===== src/sv/alu8080_pkg.sv =====
// Package for the 8080-style accumulator ALU: transaction structs,
// operation codes and flag bit positions.
// Used by alu8080_core, alu8080_flag_unit_top and alu8080_checker.
package alu8080_pkg;

    typedef logic [4:0] func_t;

    localparam func_t FUNC_ADD = 5'd0;
    localparam func_t FUNC_ADC = 5'd1;
    localparam func_t FUNC_SUB = 5'd2;
    localparam func_t FUNC_SBB = 5'd3;
    localparam func_t FUNC_ANA = 5'd4;
    localparam func_t FUNC_XRA = 5'd5;
    localparam func_t FUNC_ORA = 5'd6;
    localparam func_t FUNC_CMP = 5'd7;
    localparam func_t FUNC_INR = 5'd8;
    localparam func_t FUNC_DCR = 5'd9;
    localparam func_t FUNC_RLC = 5'd10;
    localparam func_t FUNC_RRC = 5'd11;
    localparam func_t FUNC_RAL = 5'd12;
    localparam func_t FUNC_RAR = 5'd13;
    localparam func_t FUNC_DAA = 5'd14;
    localparam func_t FUNC_CMA = 5'd15;
    localparam func_t FUNC_STC = 5'd16;
    localparam func_t FUNC_CMC = 5'd17;

    // Bit positions within the flag byte.
    localparam int FLAG_CY = 0;
    localparam int FLAG_P  = 2;
    localparam int FLAG_AC = 4;
    localparam int FLAG_Z  = 6;
    localparam int FLAG_S  = 7;

    typedef struct packed {
        func_t      func;
        logic [7:0] acc;
        logic [7:0] operand;
        logic [7:0] flags_in;
    } cmd_t;

    typedef struct packed {
        logic [7:0] result;
        logic [7:0] flags_out;
        logic       writes_back;
    } res_t;

endpackage


===== src/sv/alu8080_core.sv =====
// Combinational datapath of the 8080-style ALU: one shared 8-bit adder,
// the logic operations, rotates, decimal adjust and the flag update.
// Depends on alu8080_pkg.
module alu8080_core (
    input  alu8080_pkg::cmd_t cmd,
    output alu8080_pkg::res_t res
);
    import alu8080_pkg::*;

    logic       cy;
    logic [3:0] lo_nib;
    logic [3:0] hi_nib;
    logic       daa_lo;
    logic       daa_hi;
    logic [7:0] daa_corr;
    logic [7:0] add_b;
    logic       add_cin;
    logic [8:0] add_sum;
    logic [4:0] nib_sum;
    logic       add_ac;
    logic [7:0] r;
    logic [7:0] f;
    logic       wb;

    assign cy     = cmd.flags_in[FLAG_CY];
    assign lo_nib = cmd.acc[3:0];
    assign hi_nib = cmd.acc[7:4];

    // Decimal adjust: the low correction follows AC or a low digit above nine,
    // the high one follows carry or a high digit that overflows.
    assign daa_lo   = cmd.flags_in[FLAG_AC] || (lo_nib > 4'd9);
    assign daa_hi   = cy || (hi_nib > 4'd9) || ((hi_nib >= 4'd9) && (lo_nib > 4'd9));
    assign daa_corr = {1'b0, daa_hi, daa_hi, 1'b0, 1'b0, daa_lo, daa_lo, 1'b0};

    // Operand selection for the shared adder; subtraction is A + ~B + 1.
    always_comb
    begin
        add_b   = cmd.operand;
        add_cin = 1'b0;
        case (cmd.func)
            FUNC_ADC:
            begin
                add_cin = cy;
            end
            FUNC_SUB, FUNC_CMP:
            begin
                add_b   = ~cmd.operand;
                add_cin = 1'b1;
            end
            FUNC_SBB:
            begin
                add_b   = ~cmd.operand;
                add_cin = ~cy;
            end
            FUNC_INR:
            begin
                add_b = 8'h01;
            end
            FUNC_DCR:
            begin
                add_b   = 8'hFE;
                add_cin = 1'b1;
            end
            FUNC_DAA:
            begin
                add_b = daa_corr;
            end
            default:
            begin
                add_b   = cmd.operand;
                add_cin = 1'b0;
            end
        endcase
    end

    assign add_sum = {1'b0, cmd.acc} + {1'b0, add_b} + {8'd0, add_cin};
    assign nib_sum = {1'b0, cmd.acc[3:0]} + {1'b0, add_b[3:0]} + {4'd0, add_cin};
    assign add_ac  = nib_sum[4];

    always_comb
    begin
        r  = cmd.acc;
        f  = cmd.flags_in;
        wb = 1'b1;
        unique case (cmd.func)
            FUNC_ADD, FUNC_ADC:
            begin
                r          = add_sum[7:0];
                f[FLAG_AC] = add_ac;
                f[FLAG_CY] = add_sum[8];
            end
            FUNC_SUB, FUNC_SBB, FUNC_CMP:
            begin
                r          = add_sum[7:0];
                f[FLAG_AC] = add_ac;
                f[FLAG_CY] = ~add_sum[8];
            end
            FUNC_ANA:
            begin
                r          = cmd.acc & cmd.operand;
                f[FLAG_AC] = cmd.acc[3] | cmd.operand[3];
                f[FLAG_CY] = 1'b0;
            end
            FUNC_XRA:
            begin
                r          = cmd.acc ^ cmd.operand;
                f[FLAG_AC] = 1'b0;
                f[FLAG_CY] = 1'b0;
            end
            FUNC_ORA:
            begin
                r          = cmd.acc | cmd.operand;
                f[FLAG_AC] = 1'b0;
                f[FLAG_CY] = 1'b0;
            end
            FUNC_INR, FUNC_DCR:
            begin
                r          = add_sum[7:0];
                f[FLAG_AC] = add_ac;
            end
            FUNC_RLC:
            begin
                r          = {cmd.acc[6:0], cmd.acc[7]};
                f[FLAG_CY] = cmd.acc[7];
            end
            FUNC_RRC:
            begin
                r          = {cmd.acc[0], cmd.acc[7:1]};
                f[FLAG_CY] = cmd.acc[0];
            end
            FUNC_RAL:
            begin
                r          = {cmd.acc[6:0], cy};
                f[FLAG_CY] = cmd.acc[7];
            end
            FUNC_RAR:
            begin
                r          = {cy, cmd.acc[7:1]};
                f[FLAG_CY] = cmd.acc[0];
            end
            FUNC_DAA:
            begin
                r          = add_sum[7:0];
                f[FLAG_AC] = add_ac;
                f[FLAG_CY] = daa_hi;
            end
            FUNC_CMA:
            begin
                r = ~cmd.acc;
            end
            FUNC_STC:
            begin
                f[FLAG_CY] = 1'b1;
                wb         = 1'b0;
            end
            FUNC_CMC:
            begin
                f[FLAG_CY] = ~cy;
                wb         = 1'b0;
            end
            default:
            begin
                wb = 1'b0;
            end
        endcase

        // Add, subtract, compare, the logic operations, INR, DCR and DAA refresh sign, zero and parity.
        if ((cmd.func <= FUNC_DCR) || (cmd.func == FUNC_DAA))
        begin
            f[FLAG_S] = r[7];
            f[FLAG_Z] = (r == 8'd0);
            f[FLAG_P] = ~^r;
        end

        // Compare sets the flags but leaves the accumulator alone.
        if (cmd.func == FUNC_CMP)
        begin
            r  = cmd.acc;
            wb = 1'b0;
        end
    end

    assign res.result      = r;
    assign res.flags_out   = f;
    assign res.writes_back = wb;

endmodule


===== src/sv/alu8080_flag_unit_top.sv =====
// Top level of the 8080-style ALU: input register, ALU datapath and
// result register with valid/stall handshakes on both sides.
// Depends on alu8080_pkg and alu8080_core.
//
//   Channel | Ports                        | Payload
//   --------+------------------------------+-----------------------------------
//   command | cmd_valid, cmd_stall, cmd    | func, acc, operand, flags_in
//   result  | res_valid, res_stall, res    | result, flags_out, writes_back
//
// One transaction is accepted per cycle while cmd_stall is low; an accepted command
// is captured in the input register, and its result is loaded into the result
// register, which drives the port, once that register is free or being taken.
// The ALU itself is a single pass of logic between those two registers.
// Reset clears both valid flags; the data registers are not reset.
// A stall on the result side holds a full result register, and the command side
// stalls only while both registers are full and the result is not taken.
module alu8080_flag_unit_top (
    input  logic              clk,
    input  logic              rst_n,
    input  logic              cmd_valid,
    output logic              cmd_stall,
    input  alu8080_pkg::cmd_t cmd,
    output logic              res_valid,
    input  logic              res_stall,
    output alu8080_pkg::res_t res
);
    import alu8080_pkg::*;

    logic in_valid_reg;
    logic in_valid_next;
    cmd_t in_reg;
    logic out_valid_reg;
    logic out_valid_next;
    res_t out_reg;
    res_t alu_res;
    logic out_load;
    logic in_load;

    alu8080_core u_core (
        .cmd (in_reg),
        .res (alu_res)
    );

    assign out_load = !out_valid_reg || !res_stall;
    assign in_load  = !in_valid_reg || out_load;

    assign in_valid_next  = in_load ? cmd_valid : in_valid_reg;
    assign out_valid_next = out_load ? in_valid_reg : out_valid_reg;

    always_ff @(posedge clk or negedge rst_n)
    begin
        if (!rst_n)
        begin
            in_valid_reg  <= 1'b0;
            out_valid_reg <= 1'b0;
        end
        else
        begin
            in_valid_reg  <= in_valid_next;
            out_valid_reg <= out_valid_next;
        end
    end

    always_ff @(posedge clk)
    begin
        if (in_load && cmd_valid)
        begin
            in_reg <= cmd;
        end
        if (out_load && in_valid_reg)
        begin
            out_reg <= alu_res;
        end
    end

    assign cmd_stall = !in_load;
    assign res_valid = out_valid_reg;
    assign res       = out_reg;

endmodule


===== config.mk =====
export PLATFORM = sky130hd
export DESIGN_NAME = alu8080_flag_unit_top
export DESIGN_NICKNAME = d
export VERILOG_FILES = /design/src/sv/alu8080_pkg.sv /design/src/sv/alu8080_core.sv /design/src/sv/alu8080_flag_unit_top.sv
export SDC_FILE = /design/constraint.sdc
export NUM_CORES = 1
export LEC_CHECK = 0
export BUFFER_PORTS_ARGS = -buffer_cell sky130_fd_sc_hd__buf_2
export CAP_MARGIN = 20
export CORE_ASPECT_RATIO = 0.5
export CORE_MARGIN = 2
export CORE_UTILIZATION = 55
export CTS_CLUSTER_DIAMETER = 80
export DETAILED_ROUTE_END_ITERATION = 8
export MAX_ROUTING_LAYER = met4
export PLACE_DENSITY_LB_ADDON = 0.1
export SYNTH_ARGS = -nofsm -noshare
export SYNTH_HDL_FRONTEND = slang
export SYNTH_SLANG_ARGS = --single-unit
export TNS_END_PERCENT = 100

===== constraint.sdc =====
create_clock -name clk -period 6.75 [get_ports clk]
set_input_delay 1.35 -clock clk [delete_from_list [all_inputs] [get_ports clk]]
set_output_delay 1.35 -clock clk [all_outputs]
set_load 0.01 [all_outputs]

==> reports/metrics.yaml, run 1 <==
place:
  io_buffer_count: 51
  routabilityCongestion: 0.998
  dpl-instance-area_mm2: 0.00365
  pre_cts_ws_ns: 1.98
  post-dp-hpwl_um: 6650
  place_inst: 434
finish:
  diodes: 0
  drive_above_1_share_pct: 20.8
  area_growth_pct: 12.9
  nets: 426
  finish.utilization_pct: 63.5
  fillers: 485
  largest_reg_flops: 29
  fin_cells: 442
  final_cell_area_mm2: 0.00380
sta:
  rsz0062_at_grt: "false"
  timing.final.crit_share_pct: 72.1
  finalSetupViolCount: 0
  relSlewSlack_pct: 27.5
  fmax_ghz: 0.205
  fin_ws_ns: 1.88
  holdWs_ns: 0.421
  slew_viol_final: 0
  fin_skew_ns: 0.00664
  final_hold_viol_count: 0
  setup-tns-final_ns: 0
  worstMarginPinSlew_ns: 1.08
  fin_crit_ns: 4.87
clocking:
  post_cts_buffers: 0
  cts_buffer_depth: 2
  hold_buffers: 0
  cts_tree: "done"
  cts_resized: 0
  cts.htree.levels: 2
  numClockSinks: 48
  root_buffer: "clkbuf_16"
  clk_latency_ns: 0.29
  clk_pin_slew_ns: 0.06
  cts-buffers-inserted: 5
worst_setup_path:
  path_class: "reg -> reg"
  crit_arrival_ns: 4.89
  worst_ep_required_time_ns: 6.77
  regToRegEndpoint: "res[3]$_DFFE_PP_"
  crit_path_start_kind: "flip-flop"
  worstRegToRegCells: 15
  endpoint_kind: "flip-flop"
  r2r_start: "in_reg[25]$_DFFE_PP_"
  r2r_setup_slack_ns: 1.88
  cp_max_fo: 27
yosys:
  synth-async-reset-ratio_pct: 4.17
  ys_top_cells_by_area: "edfxtp_1 (41%), ha_1 (10%), a21oi_1 (2.8%), mux2i_1 (2.7%), nor2_1 (2.2%)"
  yosys-top-cells-count: "edfxtp_1 (46), ha_1 (27), nor2_1 (20), a21oi_1 (19), inv_1 (19)"
  ys_ff_latch: 48
  synth_top_family_by_area: "compound AO/OA/AOI/OAI gates"
  synth_xor_area_share_pct: 2.31
  synth_cell_type_count: 68
  synth_area_mm2: 0.00336
  synthMuxAreaShare_pct: 4.02
  synthAdderAreaFrac_pct: 11.2
  synth_flop_cell: "edfxtp_1"
  yosysMostFrequentCell: "edfxtp_1"
  synth_edf_count: 46
  synth_area_leader_cell: "edfxtp_1"
  synth_warnings: 0
  yosys.area_share.simple_pct: 13.7
  syn_avg_cell_area_um2: 10.6
  seq_area_frac_synth_pct: 42.6
  synth_top_area_share_pct: 41.1
  synth_cells: 318
  synth_nets: 380
  synth_compound_area_share_pct: 21.1
route:
  ant_nets: 0
  vias_per_cell: 6.35
  first_pass_iters: 5
  drt-total-wl_um: 8930
  via_count: 2807
  drc: 0
  post_drt_wl_per_cell_um: 20.2
  drt_iter0_drc: 382
pwr:
  p_total_mw: 0.846
  p_leak_nw: 1.57
  p_comb_share_pct: 25.6
  p_int_mw: 0.591
  swShare_pct: 30.1
  seq_power_share_pct: 45.3
  peakVddDrop_uv: 157
  clockPowerShare_pct: 29.1
  power.switching_mw: 0.255
  powerDensity_mw_per_mm2: 223
die:
  ios: 52
  die-height_um: 59.3
  initial_core_util_pct: 56.2
  die_area_mm2: 0.00679
  core-area_mm2: 0.00598
  die_x_um: 115
  rows: 20
global_route:
  grt_overflow: 0
  grt_first_pass_wirelength_um: 13900
  antenna_found_initial: 0
  grt_pass1_vias: 2646
  gr-usage-all-layers_pct: 28.6
  grt_max_degree: 30
hold_path:
  min_to: "res[4]$_DFFE_PP_"
  min_from: "in_reg[3]$_DFFE_PP_"
  whs_path_depth: 0
  worst_hold_path_type: "reg -> reg"
outcome:
  outcome: "complete, no violations"
job:
  max_cap_viol_count: 0
[routing by layer]
metal	wire length [µm]	GRT usage [%]	vias to the layer above
li1	-	-	1303
met1	4190	41.8	1335
met2	3580	38.7	159
met3	1090	8.90	10
met4	76	6.10	0
met5	0	-	-
[area by class of cell]
class | count | area (µm²) | area share, %
clock buffer | 5 | 125 | 3.30
clock inverter | 3 | 17.5 | 0.461
inverter | 20 | 75.1 | 1.98
multi-input combinational | 234 | 1770 | 46.5
sequential | 48 | 1430 | 37.7
tap | 77 | 96.3 | 2.54
timing repair buffer | 55 | 285 | 7.51
[kinds of logic (layout without fill, tap and decap cells)]
kind of cell               Yosys count  in the layout
buffers and inverters               36             83
and+or+nand+nor                     85             85
xor gates and xnor gates             8              8
adders and majority gates           29             29
DFF                                 48             48
AOI/OAI and AO/OA                   99             99
muxes                               13             13
[critical path, cell delays in order (launching register included)]
cell	delay, ns
edfxtp_1	0.92
nand2b_1	0.45
nor2_1	0.27
o21ai_0	0.10
a21oi_1	0.49
o22a_1	0.26
ha_1	0.25
a21o_1	0.17
and4_1	0.23
or4_1	0.46
nand4_1	0.15
o2111a_1	0.21
ha_1	0.24
xnor2_1	0.17
xnor2_1	0.13
o21ai_0	0.08
[cell usage in the layout, fill, tap and decap left out, types with 3 or more instances in the layout]
cell       count
nand3b_1       3
mux2i_1        9
xnor2_1        5
ha_1          27
inv_1         19
a21oi_1       19
nor3_1         5
o211ai_1       3
buf_2         51
nand2b_1       4
a31oi_1        4
and3b_1        3
nor2b_1        6
nor2_1        20
o22ai_1        5
mux2_2         4
nand2_1       16
nor3b_1        3
o22a_1         7
clkbuf_16      5
a21o_1         7
o21ai_0       15
edfxtp_1      46
o21a_1         5
buf_4          4
nand3_1        9
o2111ai_1      3
a22oi_1        4
[power groups by stage]
stage               sequential (mW)  clock, mW  combinational, mW
finish                        0.383      0.246              0.217
global route                  0.386      0.262              0.238
CTS                           0.382      0.252              0.214
detailed placement            0.388          0              0.212
global placement              0.387          0              0.209
floorplan                     0.383          0              0.155
[how the worst max path moves through the flow]
stage / from / end / slack (ns) / cells after the start
finish: in_reg[25]$_DFFE_PP_ / res[3]$_DFFE_PP_ / 1.88 / 15
CTS: in_reg[25]$_DFFE_PP_ / res[3]$_DFFE_PP_ / 1.95 / 15
global placement: in_reg[25]$_DFFE_PP_ / res[3]$_DFFE_PP_ / 2.08 / 15
detailed placement: in_reg[25]$_DFFE_PP_ / res[3]$_DFFE_PP_ / 1.98 / 15
global route: in_reg[25]$_DFFE_PP_ / res[3]$_DFFE_PP_ / 1.47 / 15
floorplan: in_reg[24]$_DFFE_PP_ / res[3]$_DFFE_PP_ / 2.94 / 17
(Power assumes the default switching activity.)
==> run 2, diff against run 1 <==
- CORE_UTILIZATION: 55 -> 52
- clock period: 6.75 -> 3.9 ns (I/O delays scaled with it)
==> run 2 against run 1 <==
Cell count increased by 14%. Hold slack got worse by 0.16 ns. Critical path depth increased by 1. Utilization increased by 7.3 points. Total power increased by 100%. Critical endpoint unchanged. Largest cell class unchanged.
==> reports/metrics.yaml, run 2 (synthesis results as in run 1) <==
outcome:
  outcome: "complete, no violations"
sta:
  timing.final.crit_share_pct: 99.0  # +27 points
  slew_viol_final: 0  # unchanged
  relSlewSlack_pct: 29.9  # +2.4 points
  final_hold_viol_count: 0  # unchanged
  finalSetupViolCount: 0  # unchanged
  fin_crit_ns: 3.86  # -1.01 ns
  worstMarginPinSlew_ns: 1.05  # -0.0352 ns
  fin_skew_ns: 0.00411  # -0.00252 ns
  setup-tns-final_ns: 0  # unchanged
  rsz0062_at_grt: "true"
  holdWs_ns: 0.261  # -0.161 ns
  fmax_ghz: 0.259  # +26%
clocking:
  hold_buffers: 0  # unchanged
  cts_buffer_depth: 2  # unchanged
  cts_tree: "done"
  clk_latency_ns: 0.29  # about the same
  cts-buffers-inserted: 5  # unchanged
  clk_pin_slew_ns: 0.06  # about the same
  cts.htree.levels: 2  # unchanged
  numClockSinks: 48  # unchanged
  root_buffer: "clkbuf_16"
global_route:
  grt_pass1_vias: 2842  # +7.4%
  grt_first_pass_wirelength_um: 15200  # +9.3%
  gr-usage-all-layers_pct: 29.8  # +1.2 points
  grt_max_degree: 27  # -10%
  grt_overflow: 0  # unchanged
  antenna_found_initial: 0  # unchanged
pwr:
  power.switching_mw: 0.486  # +91%
  peakVddDrop_uv: 269  # +71%
  p_leak_nw: 1.85  # +18%
  swShare_pct: 28.2  # -1.9 points
  p_comb_share_pct: 30.3  # +4.7 points
  p_total_mw: 1.72  # +100%
  seq_power_share_pct: 37.2  # -8.1 points
  p_int_mw: 1.24  # +110%
  powerDensity_mw_per_mm2: 395  # +77%
  clockPowerShare_pct: 32.5  # +3.4 points
die:
  initial_core_util_pct: 54.6  # -1.6 points
  ios: 52  # unchanged
  die_area_mm2: 0.00716  # +5.5%
  die_x_um: 118  # +2.7%
  rows: 20  # unchanged
  die-height_um: 60.9  # +2.6%
  core-area_mm2: 0.00616  # +2.9%
worst_setup_path:
  cp_max_fo: 22  # -19%
  crit_arrival_ns: 3.89  # -1.00 ns
  crit_path_start_kind: "flip-flop"
  crit_path_start: "in_reg[25]$_DFFE_PP_"
  r2r_setup_slack_ns: 0.04  # -1.84 ns
  regToRegEndpoint: "res[3]$_DFFE_PP_"
  path_class: "reg -> reg"
  r2r_start: "in_reg[25]$_DFFE_PP_"
  endpoint_kind: "flip-flop"
  worstRegToRegCells: 16  # +1
  worst_ep_required_time_ns: 3.93  # -2.84 ns
finish:
  diodes: 0  # unchanged
  area_growth_pct: 29.5
  largest_reg_flops: 29  # unchanged
  nets: 475  # +12%
  mostFrequentLayoutCells: "buf_2 (51), buf_4 (50), edfxtp_1 (46), ha_1 (24)"
  finish.utilization_pct: 70.8  # +7.3 points
  layout_commonest_cell: "buf_2"
  final_cell_area_mm2: 0.00436  # +15%
  drive_above_1_share_pct: 35.3  # +14 points
hold_path:
  worst_hold_path_type: "in -> async"
route:
  first_pass_iters: 5  # unchanged
  vias_per_cell: 5.99  # -5.7%
  drt_iter0_drc: 304  # -20%
  via_count: 3006  # +7.1%
  drt-total-wl_um: 9960  # +12%
  ant_nets: 0  # unchanged
  drc: 0  # unchanged
  post_drt_wl_per_cell_um: 19.8  # -1.8%
place:
  dpl-instance-area_mm2: 0.00399  # +9.3%
  post-dp-hpwl_um: 7400  # +11%
  routabilityCongestion: 0.942  # -5.6%
  io_buffer_count: 51  # unchanged
job:
  max_cap_viol_count: 0  # unchanged
## run 2: cell type report
class | count | area [µm²]
multi-input combinational | 234 | 1890
clock inverter | 2 | 60.1
clock buffer | 6 | 129
inverter | 20 | 75.1
tap | 88 | 110
timing repair buffer | 104 | 664
fill | 472 | 1800
sequential | 48 | 1430
## run 2: worst max-delay path, cell delays in order, from the launching register on
cell and delay, ns:
edfxtp_1 0.48, buf_6 0.22, nor2_1 0.14, o21ai_0 0.12, a21oi_1 0.22, buf_4 0.19
o21a_1 0.19, ha_4 0.24, a21oi_2 0.15, nand2_1 0.12, or4_4 0.52, nand4_1 0.18
o2111a_2 0.26, ha_4 0.21, xnor2_2 0.13, xnor2_1 0.16, o21ai_1 0.07
## run 2: worst max-delay path by stage
stage	end	slack (ns)	cells after the start
finish	res[3]$_DFFE_PP_	0.04	16
global route	res[3]$_DFFE_PP_	-0.12	18
CTS	res[3]$_DFFE_PP_	0.007	16
detailed placement	res[3]$_DFFE_PP_	-0.08	14
global placement	res[3]$_DFFE_PP_	-0.03	14
floorplan	res[3]$_DFFE_PP_	0.09	17
## run 2: per-stage QoR
| step | setup slack, ns | instances |
|---|---|---|
| floorplan | 0.0913 | 318 |
| global placement | -0.0335 | 489 |
| detailed placement | -0.0825 | 489 |
| CTS | 0.00725 | 499 |
| global route | -0.117 | 502 |
| finish | 0.0408 | 502 |
## run 2: layer usage
layer / GRT usage, % / part of all wire, % / vias to the layer above
met2: 44.4 / 42 / 175
met1: 41.2 / 47 / 1413
met4: 8.09 / 0.80 / 0
li1: - / - / 1408
met5: - / 0 / -
met3: 7.14 / 9.7 / 10
## run 2: timing repair
action	CTS	global route
buffers inserted	2	3
pin swaps	0	22
resized for setup	5	24
setup endpoints to repair	1	1
## run 2: power by group through the flow
stage	logic, mW	registers (mW)	clock network [mW]
floorplan	0.269	0.663	0
global placement	0.447	0.650	0
detailed placement	0.455	0.651	0
CTS	0.465	0.640	0.566
global route	0.561	0.645	0.586
finish	0.522	0.640	0.559
==> run 3, diff against run 2 <==
- CORE_MARGIN: 2 -> 1
- SYNTH_HIERARCHICAL: default -> 1
==> run 3 against run 2 <==
Setup slack improved by 0.010 ns. Register-to-register slack about the same. Largest cell class unchanged. Total power shrank 5.6%. Clock-buffer cell count fell by 1. Highest routed layer unchanged. Critical endpoint unchanged.
==> reports/metrics.yaml, run 3 <==
outcome:
  outcome: "complete, no violations"
yosys:
  synth_area_mm2: 0.00344  # +2.3%
  yosysMostFrequentCell: "edfxtp_1"
  seq_area_frac_synth_pct: 41.6  # -0.96 points
  synthMuxAreaShare_pct: 5.75  # +1.7 points
  ys_ff_latch: 48  # unchanged
  synth_top_area_share_pct: 40.2  # -0.93 points
  synth-async-reset-ratio_pct: 4.17  # unchanged
  synth_flop_cell: "edfxtp_1"
  synth_area_leader_cell: "edfxtp_1"
  synth_top_family_by_area: "compound AO/OA/AOI/OAI gates"
  synth_nets: 376  # -1.1%
  syn_avg_cell_area_um2: 11.0  # +3.9%
  synthAdderAreaFrac_pct: 11.3  # +0.11 points
  synth_xor_area_share_pct: 2.51  # +0.20 points
  synth_edf_count: 46  # unchanged
  ys_top_cells_by_area: "edfxtp_1 (40%), ha_1 (10%), mux2i_1 (3.8%), a21oi_1 (2.5%), o21ai_0 (2.3%)"
  yosys.area_share.simple_pct: 12.1  # -1.6 points
  synth_cell_type_count: 70  # +2.9%
  synth_compound_area_share_pct: 20.9  # -0.18 points
  yosys-top-cells-count: "edfxtp_1 (46), ha_1 (28), inv_1 (19), a21oi_1 (17)"
  synth_warnings: 6  # +6
  synth_cells: 313  # -1.6%
clocking:
  cts-buffers-inserted: 5  # unchanged
  clk_pin_slew_ns: 0.07  # about the same
  cts_buffer_depth: 2  # unchanged
  root_buffer: "clkbuf_16"
  numClockSinks: 48  # unchanged
  clk_latency_ns: 0.30  # about the same
  cts_tree: "done"
  cts.htree.levels: 2  # unchanged
job:
  max_cap_viol_count: 0  # unchanged
pwr:
  p_leak_nw: 1.78  # -3.9%
  p_int_mw: 1.14  # -7.8%
  p_comb_share_pct: 29.3  # -1.0 points
  powerDensity_mw_per_mm2: 380  # -3.8%
  clockPowerShare_pct: 31.4  # -1.1 points
  power.switching_mw: 0.487  # about the same
  peakVddDrop_uv: 256  # -5.0%
  p_total_mw: 1.63  # -5.6%
  swShare_pct: 29.9  # +1.7 points
  seq_power_share_pct: 39.4  # +2.2 points
global_route:
  grt_overflow: 0  # unchanged
  grt_max_degree: 30  # +11%
  gr-usage-all-layers_pct: 31.4  # +1.5 points
  antenna_found_initial: 0  # unchanged
  grt_first_pass_wirelength_um: 15100  # -0.72%
  grt_pass1_vias: 2848  # +0.21%
die:
  initial_core_util_pct: 55.2  # +0.59 points
  core-area_mm2: 0.00623  # +1.2%
  rows: 20  # unchanged
  ios: 52  # unchanged
  die_x_um: 117  # -0.59%
  die-height_um: 59.5  # -2.2%
  die_area_mm2: 0.00696  # -2.8%
finish:
  diodes: 0  # unchanged
  mostFrequentLayoutCells: "buf_2 (51), edfxtp_1 (46), buf_4 (45), ha_1 (28), inv_1 (19)"
  largest_reg_flops: 29  # unchanged
  drive_above_1_share_pct: 34.9  # -0.35 points
  finish.utilization_pct: 68.6  # -2.1 points
  area_growth_pct: 24.3
  layout_commonest_cell: "buf_2"
  nets: 463  # -2.5%
sta:
  timing.final.crit_share_pct: 98.7  # -0.26 points
  finalSetupViolCount: 0  # unchanged
  fin_skew_ns: 0.00858  # +0.00447 ns
  worstMarginPinSlew_ns: 0.800  # -0.247 ns
  relSlewSlack_pct: 46.2  # +16 points
  holdWs_ns: 0.256  # -0.00518 ns
  slew_viol_final: 0  # unchanged
  fmax_ghz: 0.260  # +0.27%
  final_hold_viol_count: 0  # unchanged
  fin_crit_ns: 3.85  # -0.0103 ns
route:
  drt_iter0_drc: 303  # -0.33%
  first_pass_iters: 5  # unchanged
  vias_per_cell: 6.13  # +2.3%
  post_drt_wl_per_cell_um: 20.2  # +1.8%
  drt-total-wl_um: 9880  # -0.81%
  ant_nets: 0  # unchanged
  drc: 0  # unchanged
  via_count: 2996  # -0.33%
worst_setup_path:
  cp_cell_sequence: "nor2b_2 > buf_4 > a21oi_1 > o21a_1 > nor2_1 > o22a_1 > ha_1 > a211oi_1 > o211ai_1 > and3_1 > o31ai_4 > o21ai_1 > ha_1 > xnor2_1 > xnor2_1 > o21ai_0"
  r2r_setup_slack_ns: 0.05  # about the same
  crit_buf_inv: 1  # -1
  path_delay_family: "compound AO/OA/AOI/OAI gates"
  slowest_stage: "edfxtp_1"
  worst_ep_required_time_ns: 3.93  # about the same
  crit_path_start_kind: "flip-flop"
  cp_max_fo: 5  # -77%
  endpoint_kind: "flip-flop"
  crit_arrival_ns: 3.88  # about the same
  path_class: "reg -> reg"
  cpPeakStageDelay_ns: 0.48  # -0.04 ns
hold_path:
  worst_hold_path_type: "in -> async"
place:
  io_buffer_count: 51  # unchanged
  routabilityCongestion: 0.926  # -1.8%
  post-dp-hpwl_um: 7270  # -1.7%
## run 3: final cells by class
cell class	count	area, µm²
Fill cell	463	1960
Inverter	22	82.6
Sequential cell	48	1430
Timing Repair Buffer	97	613
Clock buffer	5	125
Multi-Input combinational cell	226	1870
Tap cell	88	110
Clock inverter	3	46.3
## run 3: logic make-up after synthesis
| family | count (synthesis) |
|---|---|
| muxes | 19 |
| buffers and inverters | 39 |
| and+or+nand+nor | 70 |
| AOI/OAI and AO/OA | 98 |
| DFF | 48 |
| adders and majority gates | 30 |
| xor gates and xnor gates | 9 |
## run 3: repair_timing
item                                    4_1_cts  5_1_grt
buffers inserted                              0        1
gates resized for setup                       0       16
endpoints found under the setup margin        0        3
hold buffers                                  0        0
## run 3: layer usage
layer | global-route usage (%) | part of all wire [%] | vias to the layer above
li1 | - | - | 1383
met1 | 44.3 | 47 | 1421
met2 | 44.3 | 42 | 179
met3 | 8.18 | 10 | 13
met4 | 8.68 | 1.2 | 0
met5 | - | 0 | -
## run 3: metrics by stage
stage                     TNS [ns]  worst slack (ns)  std cells  instance area (µm²)
after floorplan                  0            0.0233        313                 3440
after global placement    -0.00737          -0.00737        480                 4040
after detailed placement         0            0.0349        480                 4040
after CTS                        0            0.0102        488                 4210
after global routing       -0.0232           -0.0232        489                 4280
final                            0            0.0511        489                 4280
## run 3: final timing paths
path | to | cells past startpoint | startpoint
setup / recovery | res[3]$_DFFE_PP_ | 16 | in_reg[24]$_DFFE_PP_
hold / removal | res_valid$_DFFE_PN0P_ | 1 | rst_n
setup reg to reg | res[3]$_DFFE_PP_ | 16 | in_reg[24]$_DFFE_PP_
hold reg to reg | res[6]$_DFFE_PP_ | 0 | in_reg[5]$_DFFE_PP_
max in group asynchronous | in_valid_reg$_DFFE_PN0P_ | 1 | rst_n
min in group clk | res[6]$_DFFE_PP_ | 0 | in_reg[5]$_DFFE_PP_
## run 3: power by group through the flow
stage,clock network (mW),registers [mW],logic [mW]
final,0.510,0.640,0.476
after global routing,0.537,0.644,0.512
after CTS,0.518,0.640,0.451
after detailed placement,0,0.650,0.448
after global placement,0,0.649,0.441
after floorplan,0,0.664,0.270
